File: src/sv/dxt1_dec_pkg.sv
// ----------------------------------------------------------------------------
// dxt1_dec_pkg
// shared types and constants of the dxt1 block decoder
// ----------------------------------------------------------------------------
package dxt1_dec_pkg;

   localparam int CFG_W          = 13;
   localparam int EP_W           = 16;
   localparam int IDX_W          = 32;
   localparam int CHAN_W         = 8;
   localparam int COORD_W        = 12;
   localparam int BLOCK_W        = 10;
   localparam int PIX_CNT_W      = 4;
   localparam int REQ_W          = 64;
   localparam int RSP_W          = 48;
   localparam int MAX_WIDTH_DEF  = 4096;
   localparam int MAX_HEIGHT_DEF = 4096;
   localparam int BPR_MAX        = 1024;

   localparam logic [CFG_W-1:0]     SIZE_RESET = 13'd4096;
   localparam logic [PIX_CNT_W-1:0] PIX_LAST   = 4'd15;

   typedef enum logic [0:0] {
      CSR_IMAGE_WIDTH  = 1'b0,
      CSR_IMAGE_HEIGHT = 1'b1
   } csr_index_type;

   typedef enum logic [1:0] {
      CODE_EP0   = 2'd0,
      CODE_EP1   = 2'd1,
      CODE_MIX_A = 2'd2,
      CODE_MIX_B = 2'd3
   } code_type;

   typedef struct packed {
      logic [CHAN_W-1:0] red;
      logic [CHAN_W-1:0] green;
      logic [CHAN_W-1:0] blue;
   } rgb_type;

   typedef rgb_type [3:0] pal_set_type;

endpackage

File: src/sv/dxt1_dec_palette.sv
// ----------------------------------------------------------------------------
// dxt1_dec_palette
// expands the two rgb565 endpoints and builds the four-entry palette
// ----------------------------------------------------------------------------
module dxt1_dec_palette
   import dxt1_dec_pkg::*;
(
   input  logic [EP_W-1:0] endpoint_zero,
   input  logic [EP_W-1:0] endpoint_one,
   output pal_set_type     palette
);

   localparam int SumW       = CHAN_W + 2;
   localparam int MulW       = 10;
   localparam int ProdW      = SumW + MulW;
   localparam int ThirdShift = 11;
   localparam logic [MulW-1:0] ThirdMul = 10'd683;

   // floor((2a + b) / 3) for sums below 768
   function automatic logic [CHAN_W-1:0] third(input logic [CHAN_W-1:0] a,
                                               input logic [CHAN_W-1:0] b);
      logic [SumW-1:0]  sum;
      logic [ProdW-1:0] prod;
      sum  = (SumW'(a) << 1) + SumW'(b);
      prod = ProdW'(sum) * ProdW'(ThirdMul);
      return CHAN_W'(prod >> ThirdShift);
   endfunction

   function automatic logic [CHAN_W-1:0] half(input logic [CHAN_W-1:0] a,
                                              input logic [CHAN_W-1:0] b);
      logic [CHAN_W:0] sum;
      sum = (CHAN_W+1)'(a) + (CHAN_W+1)'(b);
      return CHAN_W'(sum >> 1);
   endfunction

   rgb_type e0;
   rgb_type e1;
   logic    four_mode;

   always_comb begin
      e0.red    = {endpoint_zero[15:11], 3'b000};
      e0.green  = {endpoint_zero[10:5], 2'b00};
      e0.blue   = {endpoint_zero[4:0], 3'b000};
      e1.red    = {endpoint_one[15:11], 3'b000};
      e1.green  = {endpoint_one[10:5], 2'b00};
      e1.blue   = {endpoint_one[4:0], 3'b000};
      four_mode = endpoint_zero > endpoint_one;

      palette[0] = e0;
      palette[1] = e1;
      if (four_mode) begin
         palette[2].red   = third(e0.red, e1.red);
         palette[2].green = third(e0.green, e1.green);
         palette[2].blue  = third(e0.blue, e1.blue);
         palette[3].red   = third(e1.red, e0.red);
         palette[3].green = third(e1.green, e0.green);
         palette[3].blue  = third(e1.blue, e0.blue);
      end else begin
         palette[2].red   = half(e0.red, e1.red);
         palette[2].green = half(e0.green, e1.green);
         palette[2].blue  = half(e0.blue, e1.blue);
         palette[3]       = '0;
      end
   end

endmodule

File: src/sv/dxt1_block_decoder_core.sv
// ----------------------------------------------------------------------------
// dxt1_block_decoder_core
// decodes one dxt1 block per word into sixteen pixel words in raster order
// a block sits in the block stage, each pixel word in the output stage
// sixteen pixel words per block leave through the single pixel output port
// a new block is taken as its predecessor's last pixel word is registered
// reset: synchronous, clears counters and valids, size registers go to 4096
// ----------------------------------------------------------------------------
module dxt1_block_decoder_core
   import dxt1_dec_pkg::*;
#(
   parameter int MAX_WIDTH  = MAX_WIDTH_DEF,
   parameter int MAX_HEIGHT = MAX_HEIGHT_DEF
) (
   input  logic             clock,
   input  logic             reset,
   input  logic             req_tvalid,
   output logic             req_tready,
   // endpoint_zero, endpoint_one, index_word
   input  logic [REQ_W-1:0] req_tdata,
   output logic             rsp_tvalid,
   input  logic             rsp_tready,
   // pixel_x, pixel_y, red, green, blue
   output logic [RSP_W-1:0] rsp_tdata,
   // inside_image
   output logic [0:0]       rsp_tuser,
   output logic             rsp_tlast,
   input  logic             csr_we,
   input  logic [0:0]       csr_index,
   input  logic [CFG_W-1:0] csr_wdata
);

   localparam int WidthBits  = $clog2(MAX_WIDTH + 1);
   localparam int HeightBits = $clog2(MAX_HEIGHT + 1);
   localparam int DimBits    = (WidthBits > HeightBits) ? WidthBits : HeightBits;
   localparam int SizeW      = (DimBits > CFG_W) ? DimBits : CFG_W;
   localparam int BprW       = SizeW + 1;

   // size registers
   logic [CFG_W-1:0] width_ff, width_in;
   logic [CFG_W-1:0] height_ff, height_in;

   logic [SizeW-1:0] w_eff, h_eff;
   logic [BprW-1:0]  bpr_raw, bpr;

   // running block position
   logic [BLOCK_W-1:0] col_ff, col_in;
   logic [BLOCK_W-1:0] row_ff, row_in;
   logic [BLOCK_W:0]   col_p1;
   logic               row_wrap;

   // block stage
   logic                 blk_valid_ff, blk_valid_in;
   pal_set_type          blk_pal_ff, blk_pal_in;
   logic [IDX_W-1:0]     blk_idx_ff, blk_idx_in;
   logic [BLOCK_W-1:0]   blk_col_ff, blk_col_in;
   logic [BLOCK_W-1:0]   blk_row_ff, blk_row_in;
   logic [PIX_CNT_W-1:0] pix_cnt_ff, pix_cnt_in;

   // output stage
   logic               out_valid_ff, out_valid_in;
   logic [COORD_W-1:0] out_x_ff, out_x_in;
   logic [COORD_W-1:0] out_y_ff, out_y_in;
   logic               out_inside_ff, out_inside_in;
   rgb_type            out_rgb_ff, out_rgb_in;
   logic               out_last_ff, out_last_in;

   pal_set_type        new_pal;
   logic               out_ready, emit, last_emit, accept;
   logic [COORD_W-1:0] pix_x, pix_y;
   rgb_type            pix_rgb;

   dxt1_dec_palette u_palette (
      .endpoint_zero (req_tdata[15:0]),
      .endpoint_one  (req_tdata[31:16]),
      .palette       (new_pal)
   );

   always_comb begin
      if (width_ff == '0) begin
         w_eff = SizeW'(1);
      end else if (SizeW'(width_ff) > SizeW'(MAX_WIDTH)) begin
         w_eff = SizeW'(MAX_WIDTH);
      end else begin
         w_eff = SizeW'(width_ff);
      end
      if (height_ff == '0) begin
         h_eff = SizeW'(1);
      end else if (SizeW'(height_ff) > SizeW'(MAX_HEIGHT)) begin
         h_eff = SizeW'(MAX_HEIGHT);
      end else begin
         h_eff = SizeW'(height_ff);
      end
      bpr_raw = (BprW'(w_eff) + BprW'(3)) >> 2;
      bpr     = (bpr_raw > BprW'(BPR_MAX)) ? BprW'(BPR_MAX) : bpr_raw;
   end

   assign out_ready  = !out_valid_ff || rsp_tready;
   assign emit       = blk_valid_ff && out_ready;
   assign last_emit  = emit && (pix_cnt_ff == PIX_LAST);
   assign req_tready = !blk_valid_ff || last_emit;
   assign accept     = req_tvalid && req_tready;

   assign col_p1   = (BLOCK_W+1)'(col_ff) + (BLOCK_W+1)'(1);
   assign row_wrap = BprW'(col_p1) >= bpr;

   assign pix_x = {blk_col_ff, pix_cnt_ff[1:0]};
   assign pix_y = {blk_row_ff, pix_cnt_ff[3:2]};

   always_comb begin
      unique case (code_type'(blk_idx_ff[1:0]))
         CODE_EP0:   pix_rgb = blk_pal_ff[0];
         CODE_EP1:   pix_rgb = blk_pal_ff[1];
         CODE_MIX_A: pix_rgb = blk_pal_ff[2];
         CODE_MIX_B: pix_rgb = blk_pal_ff[3];
         default:    pix_rgb = blk_pal_ff[0];
      endcase
   end

   always_comb begin
      width_in  = width_ff;
      height_in = height_ff;
      if (csr_we) begin
         unique case (csr_index_type'(csr_index))
            CSR_IMAGE_WIDTH:  width_in  = csr_wdata;
            CSR_IMAGE_HEIGHT: height_in = csr_wdata;
            default:          width_in  = width_ff;
         endcase
      end

      col_in = col_ff;
      row_in = row_ff;
      if (accept) begin
         if (row_wrap) begin
            col_in = '0;
            row_in = row_ff + BLOCK_W'(1);
         end else begin
            col_in = col_p1[BLOCK_W-1:0];
         end
      end

      blk_valid_in = blk_valid_ff;
      blk_pal_in   = blk_pal_ff;
      blk_idx_in   = blk_idx_ff;
      blk_col_in   = blk_col_ff;
      blk_row_in   = blk_row_ff;
      pix_cnt_in   = pix_cnt_ff;
      if (accept) begin
         blk_valid_in = 1'b1;
         blk_pal_in   = new_pal;
         blk_idx_in   = req_tdata[63:32];
         blk_col_in   = col_ff;
         blk_row_in   = row_ff;
         pix_cnt_in   = '0;
      end else if (emit) begin
         blk_valid_in = !last_emit;
         blk_idx_in   = blk_idx_ff >> 2;
         pix_cnt_in   = pix_cnt_ff + PIX_CNT_W'(1);
      end

      out_valid_in  = out_valid_ff;
      out_x_in      = out_x_ff;
      out_y_in      = out_y_ff;
      out_inside_in = out_inside_ff;
      out_rgb_in    = out_rgb_ff;
      out_last_in   = out_last_ff;
      if (out_ready) begin
         out_valid_in  = blk_valid_ff;
         out_x_in      = pix_x;
         out_y_in      = pix_y;
         out_inside_in = (SizeW'(pix_x) < w_eff) && (SizeW'(pix_y) < h_eff);
         out_rgb_in    = pix_rgb;
         out_last_in   = pix_cnt_ff == PIX_LAST;
      end
   end

   always_ff @(posedge clock) begin
      if (reset) begin
         width_ff     <= SIZE_RESET;
         height_ff    <= SIZE_RESET;
         col_ff       <= '0;
         row_ff       <= '0;
         blk_valid_ff <= 1'b0;
         pix_cnt_ff   <= '0;
         out_valid_ff <= 1'b0;
      end else begin
         width_ff     <= width_in;
         height_ff    <= height_in;
         col_ff       <= col_in;
         row_ff       <= row_in;
         blk_valid_ff <= blk_valid_in;
         pix_cnt_ff   <= pix_cnt_in;
         out_valid_ff <= out_valid_in;
      end
   end

   always_ff @(posedge clock) begin
      blk_pal_ff    <= blk_pal_in;
      blk_idx_ff    <= blk_idx_in;
      blk_col_ff    <= blk_col_in;
      blk_row_ff    <= blk_row_in;
      out_x_ff      <= out_x_in;
      out_y_ff      <= out_y_in;
      out_inside_ff <= out_inside_in;
      out_rgb_ff    <= out_rgb_in;
      out_last_ff   <= out_last_in;
   end

   assign rsp_tvalid = out_valid_ff;
   assign rsp_tdata  = {out_rgb_ff.blue, out_rgb_ff.green, out_rgb_ff.red, out_y_ff, out_x_ff};
   assign rsp_tuser  = out_inside_ff;
   assign rsp_tlast  = out_last_ff;

endmodule

File: config.mk
export PLATFORM = sky130hd
export DESIGN_NAME = dxt1_block_decoder_core
export DESIGN_NICKNAME = d
export VERILOG_FILES = /design/src/sv/dxt1_dec_pkg.sv /design/src/sv/dxt1_dec_palette.sv /design/src/sv/dxt1_block_decoder_core.sv
export SDC_FILE = /design/constraint.sdc
export NUM_CORES = 1
export LEC_CHECK = 0
export BUFFER_PORTS_ARGS = -buffer_cell sky130_fd_sc_hd__buf_4
export CORE_ASPECT_RATIO = 1.1
export CORE_MARGIN = 2
export CORE_UTILIZATION = 48
export DETAILED_ROUTE_END_ITERATION = 8
export GPL_ROUTABILITY_DRIVEN = 0
export HOLD_SLACK_MARGIN = 0.1
export MAX_ROUTING_LAYER = met4
export PLACE_DENSITY = 0.78
export SYNTH_ARGS = -nofsm -noshare
export SYNTH_HDL_FRONTEND = slang
export SYNTH_HIERARCHICAL = 1
export SYNTH_SLANG_ARGS = --single-unit
File: constraint.sdc
create_clock -name clock -period 7.24 [get_ports clock]
set_input_delay 1.448 -clock clock [delete_from_list [all_inputs] [get_ports clock]]
set_output_delay 1.448 -clock clock [all_outputs]
set_load 0.05 [all_outputs]
* Word level (Yosys, flattened, before mapping)
Cells that the tools add are included.
** Word-level totals
- Register bits after elaboration :: 234
- Word-level logic and storage cells :: 89
** Operators by class
- Add/subtract/negate cells :: 13
- Multiply operators :: 6
- $lt $le $gt $ge :: 7
- Eq/ne operators :: 4
- Muxes and demuxes :: 12
- Bitwise logic cells :: 1
- Reductions and logical operators :: 17
** Operator list (count)
- 10-bit by 10-bit multiplier with 19-bit output (second input constant) :: 6
- 24-bit one-hot mux with 4 select lines :: 1
- 32-bit 2-to-1 mux :: 2
- 9-bit by 8-bit adder with 10-bit output :: 6
- 13-bit 2-to-1 mux :: 4
- 8-bit by 8-bit adder with 9-bit output :: 3
- 13-bit greater-than comparator (second input constant) :: 2
- 13-bit logical NOT :: 2
- 12-bit by 13-bit < comparator with 1-bit output :: 2
- 24-bit 2-to-1 mux :: 1
- 16-bit greater-than comparator :: 1
- 13-bit by 2-bit adder with 14-bit output (second input constant) :: 1
- 11-bit by 12-bit >= comparator with 1-bit output :: 1
- 12-bit by 11-bit greater-than comparator with 1-bit output (second input constant) :: 1
- 12-bit 2-to-1 mux :: 1
- 10-bit by 1-bit adder with 11-bit output (second input constant) :: 1
- 10-bit by 1-bit adder with 10-bit output (second input constant) :: 1
- 10-bit 2-to-1 mux :: 1
- 2-bit AND reduction :: 3
- 4-bit by 1-bit adder with 4-bit output (second input constant) :: 1
- 2-bit equality test (second input constant) :: 2
- 4-bit equality test (second input constant) :: 1
- 1-bit logical AND :: 4
- 1-bit logical NOT :: 3
- 7 further kinds :: 9

* Longest topological paths before layout
- Word-level depth :: 8
- Mapped depth :: 22

* Modules after synthesis
The synthesis kept the hierarchy.
** By module, submodules not included
- dxt1_block_decoder_core :: times used 1, cells an instance 753, area each 10239.8 um^2, sequential area each 6986.7 um^2
- dxt1_dec_palette :: times used 1, cells an instance 1128, area each 10009.6 um^2, sequential area each 0.0 um^2

* Least setup slack after synthesis
OpenSTA, ideal clock, no wires.
- Path type :: input-to-reg
- Start point :: input port req_tdata[5]
- End point :: register blk_pal_ff[62] in the netlist's numbering, data pin
- Setup time :: 0.263 ns
- Data arrival time :: 6.242 ns
- Required time :: 6.977 ns
- Path slack :: 0.735 ns
- Stages :: 21
- Cells stage by stage :: ha_1 > fa_1 > a21o_1 > a21oi_1 > xor2_1 > inv_1 > ha_1 > ha_1 > ha_1 > inv_1 > fa_1 > inv_1 > ha_1 > a21o_1 > ha_1 > a21oi_1 > nand2_1 > o41ai_1 > mux2_2 > a21oi_1 > a31oi_1
** RTL lines
- from (decl) :: line dxt1_block_decoder_core.sv:20 : input logic [REQ_W-1:0] req_tdata,
- to (signal assigned) :: line dxt1_block_decoder_core.sv:198 : blk_pal_ff <= blk_pal_in;
- to (decl) :: line dxt1_block_decoder_core.sv:54 : pal_set_type blk_pal_ff, blk_pal_in;

==> flow_results.xml <==
<?xml version="1.0" encoding="UTF-8"?>
<metrics>
  <group name="cells_and_area">
    <metric name="insertedDiodeCount" unit="">0</metric>
    <metric name="nets_finish" unit="">2527</metric>
    <metric name="filler_cell_count" unit="">3516</metric>
    <metric name="layout-drive-gt1-share" unit="%">12.7</metric>
    <metric name="syn2layout_area_growth" unit="%">11.4</metric>
  </group>
  <group name="critical_path">
    <metric name="timing.rr.end" unit="">row_ff[9]$_SDFFE_PP0P_</metric>
    <metric name="critPathSlowestCell" unit="">fa_1</metric>
    <metric name="worstSetupStartpoint" unit="">req_tdata[5]</metric>
    <metric name="r2r_cells" unit="">13</metric>
    <metric name="rrSetupSlack" unit="ns">3.72</metric>
    <metric name="end_kind" unit="">flip-flop</metric>
    <metric name="critical_path_class" unit="">in2reg</metric>
    <metric name="cp.arrival" unit="ns">6.78</metric>
    <metric name="setup.worst_path.start_class" unit="">primary input</metric>
    <metric name="critical_path_required" unit="ns">7.53</metric>
    <metric name="timing.critical_path.cells" unit="">buf_4 &gt; ha_1 &gt; fa_1 &gt; a21o_1 &gt; a21oi_1 &gt; xor2_1 &gt; inv_1 &gt; ha_1 &gt; ha_1 &gt; ha_1 &gt; inv_1 &gt; fa_1 &gt; inv_1 &gt; ha_1 &gt; a21o_1 &gt; ha_1 &gt; a21oi_1 &gt; nand2_1 &gt; o41ai_1 &gt; buf_4 &gt; mux2_2 &gt; a21oi_1 &gt; a31oi_1</metric>
    <metric name="crit_path_max_fanout" unit="">7</metric>
    <metric name="max_stage_delay" unit="ns">0.49</metric>
    <metric name="critical-path-top-cell-by-count" unit="">ha_1</metric>
    <metric name="critical_path.reg2reg.startpoint" unit="">width_ff[2]$_SDFFE_PP0P_</metric>
    <metric name="crit_end" unit="">blk_pal_ff[62]$_DFFE_PP_</metric>
  </group>
  <group name="drt">
    <metric name="drt_wl_total" unit="mm">45.2</metric>
    <metric name="count_of_unresolved_drc_violations_after_routing" unit="">0</metric>
    <metric name="detail-route-antenna-nets" unit="">0</metric>
    <metric name="num_vias" unit="">14225</metric>
    <metric name="detail_route.vias_per_cell" unit="">5.55</metric>
    <metric name="drt-pass1-iter-count" unit="">5</metric>
    <metric name="wl_per_cell" unit="um">17.6</metric>
    <metric name="first_iter_violations" unit="">761</metric>
  </group>
  <group name="clock_network">
    <metric name="worstSkewPairLatency" unit="ns">0.56</metric>
    <metric name="post-cts-setup-buffer-count" unit="">0</metric>
    <metric name="number_of_sinks_driven_by_the_clock_tree" unit="">250</metric>
    <metric name="htree_num_levels" unit="">1</metric>
    <metric name="number_of_buffers_added_by_the_clock_tree_synthesis_step" unit="">26</metric>
    <metric name="cts_repair_resize_count" unit="">0</metric>
    <metric name="tritoncts_clock_tree" unit="">done</metric>
    <metric name="cts.hold.buffers_added" unit="">0</metric>
    <metric name="cts.clk_slew.worst_paths" unit="ns">0.07</metric>
    <metric name="clock_tree.root_cell" unit="">clkbuf_16</metric>
    <metric name="cts.path.max_buffers" unit="">3</metric>
  </group>
  <group name="sta">
    <metric name="report.final.hold_viol_count" unit="">0</metric>
    <metric name="period_needed" unit="ns">6.49</metric>
    <metric name="fin_hold_ws" unit="ns">0.472</metric>
    <metric name="rsz0062_at_grt" unit="">no</metric>
    <metric name="timing.final.max_slew_violations" unit="">0</metric>
    <metric name="max_freq" unit="GHz">0.154</metric>
    <metric name="max_slew.worst_pin.slew" unit="ns">0.947</metric>
    <metric name="final.setup_skew" unit="ns">0.0297</metric>
    <metric name="maxSlewHeadroom" unit="%">36.7</metric>
    <metric name="totalNegativeSetupSlack" unit="ns">0</metric>
    <metric name="setup-violations-final" unit="">0</metric>
    <metric name="layout_worst_path_cycle_share" unit="%">89.6</metric>
  </group>
  <group name="place">
    <metric name="buffer_ports.inserted" unit="">134</metric>
    <metric name="hpwlAfterDp" unit="mm">35.2</metric>
  </group>
  <group name="synthesis">
    <metric name="netlist.top_cell.by_area" unit="">edfxtp_1</metric>
    <metric name="synthesis.instances" unit="">1881</metric>
    <metric name="synth-async-reset-ratio" unit="%">0</metric>
    <metric name="synth.yosys.warnings" unit="">6</metric>
    <metric name="synth_top_area_share" unit="%">29.4</metric>
    <metric name="synth_top_flop_cell" unit="">edfxtp_1</metric>
    <metric name="syn_avg_cell_area" unit="um2">10.8</metric>
    <metric name="synth_enable_flop_cells" unit="">198</metric>
    <metric name="ys_seq_elements" unit="">250</metric>
    <metric name="netlist_top_cells_area" unit="">edfxtp_1, ha_1, fa_1, dfxtp_1, nand2_1</metric>
    <metric name="synth.lib_cells_used.distinct" unit="">84</metric>
    <metric name="synth.yosys.seq_area_share" unit="%">34.5</metric>
    <metric name="synthesis.area" unit="um2">20200</metric>
  </group>
  <group name="floorplanning">
    <metric name="pin_count" unit="">135</metric>
    <metric name="floorplan.rows" unit="">78</metric>
    <metric name="core_area" unit="um2">41500</metric>
    <metric name="floorplan.die.height" unit="um">219</metric>
    <metric name="die-width" unit="um">200</metric>
    <metric name="die_area" unit="um2">43800</metric>
    <metric name="start_util" unit="%">48.8</metric>
  </group>
  <group name="grt">
    <metric name="grt_max_degree" unit="">106</metric>
    <metric name="first_global_vias" unit="">14714</metric>
    <metric name="grt_overflow_total" unit="">0</metric>
    <metric name="gr-usage-all-layers" unit="%">21.3</metric>
    <metric name="grt_pass1_wl" unit="mm">72.3</metric>
    <metric name="initial_antenna_violation_count" unit="">0</metric>
  </group>
  <group name="hold_path">
    <metric name="min_path_type" unit="">reg2reg</metric>
  </group>
  <group name="run">
    <metric name="cap_violations" unit="">0</metric>
  </group>
  <group name="power">
    <metric name="total_leakage_power" unit="nW">10.3</metric>
    <metric name="max-vdd-ir-drop" unit="uV">215</metric>
    <metric name="power_density" unit="nW/um2">387</metric>
  </group>
  <group name="run_status">
    <metric name="run_status" unit="">complete, no violations</metric>
  </group>
</metrics>
==> state kept, by name (all words and copies together), names as in the netlist, 12 cells and up <==
register / count
height_ff: 13
blk_pal_ff: 96
rsp_tdata: 24
blk_idx_ff: 32
out_y_ff: 12
out_x_ff: 12
width_ff: 13
==> where the power goes <==
part,total (mW),internal (mW),switching [mW]
registers,1.91,1.84,0.0769
logic,5.28,2.24,3.03
clock network,1.53,0.927,0.607
total,8.73,5.01,3.72
==> Yosys cell counts, types with 17 or more instances <==
library cell and count:
a21o_1 26, a21oi_1 103, buf_4 49, clkbuf_1 27, dfxtp_1 52, edfxtp_1 198, fa_1 67, ha_1 392
inv_1 179, mux4_2 24, nand2_1 205, nand2b_1 34, nand3_1 37, nand4_1 17, nor2_1 82, nor3_1 24
o21ai_0 38, xnor2_1 73, xor2_1 41
==> metal layers <==
| metal | routed length, um | share of wire (%) | track usage [%] |
|---|---|---|---|
| met1 | 18500 | 41 | 24.6 |
| met2 | 22500 | 50 | 37.1 |
| met3 | 2070 | 4.6 | 2.66 |
| met4 | 2050 | 4.5 | 9.48 |
| met5 | 0 | 0 | - |
==> cell families after synthesis <==
logic type | after synthesis | synth area share, %
buf+inv | 265 | 6.02
other cells | 1 | 0.0185
mux | 31 | 3.03
xor+xnor | 114 | 4.93
compound gates | 294 | 9.70
simple gates | 467 | 10.9
fa+ha+maj | 459 | 30.8
flops | 250 | 34.5
==> placed cells by master, fill, tap and decap left out, drive strengths merged, types with 9 or more instances in the layout <==
| cell | synthesis | layout |
|---|---|---|
| a211oi | 10 | 10 |
| a21o | 26 | 26 |
| a21oi | 104 | 104 |
| and2 | 9 | 9 |
| buf | 58 | 146 |
| clkbuf | 27 | 27 |
| conb | 1 | 16 |
| dfxtp | 52 | 52 |
| edfxtp | 198 | 198 |
| fa | 67 | 67 |
| ha | 392 | 392 |
| inv | 180 | 184 |
| mux4 | 24 | 24 |
| nand2 | 206 | 206 |
| nand2b | 34 | 34 |
| nand3 | 38 | 38 |
| nand4 | 17 | 17 |
| nor2 | 83 | 83 |
| nor2b | 9 | 9 |
| nor3 | 28 | 28 |
| nor4 | 9 | 9 |
| o211ai | 12 | 12 |
| o21a | 14 | 14 |
| o21ai | 52 | 52 |
| o21bai | 9 | 9 |
| xnor2 | 73 | 73 |
| xor2 | 41 | 41 |
==> area by class of cell <==
cell class | count | area (um2) | share of cell area (%)
Tap cell | 560 | 701 | 3.11
Timing Repair Buffer | 146 | 1100 | 4.86
Clock inverter | 21 | 317 | 1.40
Multi-Input combinational cell | 1381 | 12100 | 53.7
Inverter | 180 | 681 | 3.02
Sequential cell | 250 | 6990 | 31.0
Clock buffer | 27 | 664 | 2.95
==> worst min-delay path by stage <==
stage	to	startpoint	cells after the start	slack, ns
after floorplan	blk_col_ff[4]$_DFFE_PP_	col_ff[4]$_SDFFE_PP0P_	0	0.41
after global placement	blk_row_ff[9]$_DFFE_PP_	row_ff[9]$_SDFFE_PP0P_	0	0.44
after detailed placement	out_x_ff[11]$_DFFE_PN_	blk_col_ff[9]$_DFFE_PP_	0	0.46
after CTS	out_x_ff[11]$_DFFE_PN_	blk_col_ff[9]$_DFFE_PP_	0	0.47
after global routing	out_x_ff[9]$_DFFE_PN_	blk_col_ff[7]$_DFFE_PP_	0	0.48
final	out_x_ff[11]$_DFFE_PN_	blk_col_ff[9]$_DFFE_PP_	0	0.47
==> critical path: cells and delay by family <==
family	cells	cell delay, ns
adders and majority gates	8	2.69
AOI/OAI and AO/OA	7	1.31
buffers and inverters	5	0.59
muxes	1	0.32
xor gates and xnor gates	1	0.28
and+or+nand+nor	1	0.13
==> through the flow <==
step                instance area [um2]  std cells  setup slack [ns]  utilization, %  power, mW
floorplan                         20300       1896             0.735               -       5.89
global placement                  21600       2517             0.394            52.0       6.90
detailed placement                21600       2517             0.227            52.0       7.14
CTS                               22500       2565             0.811            54.4       8.76
global route                      22500       2565             0.415            54.4       9.49
finish                            22500       2565             0.750            54.4       8.73
Note: power is estimated with default switching activity, not from simulation.
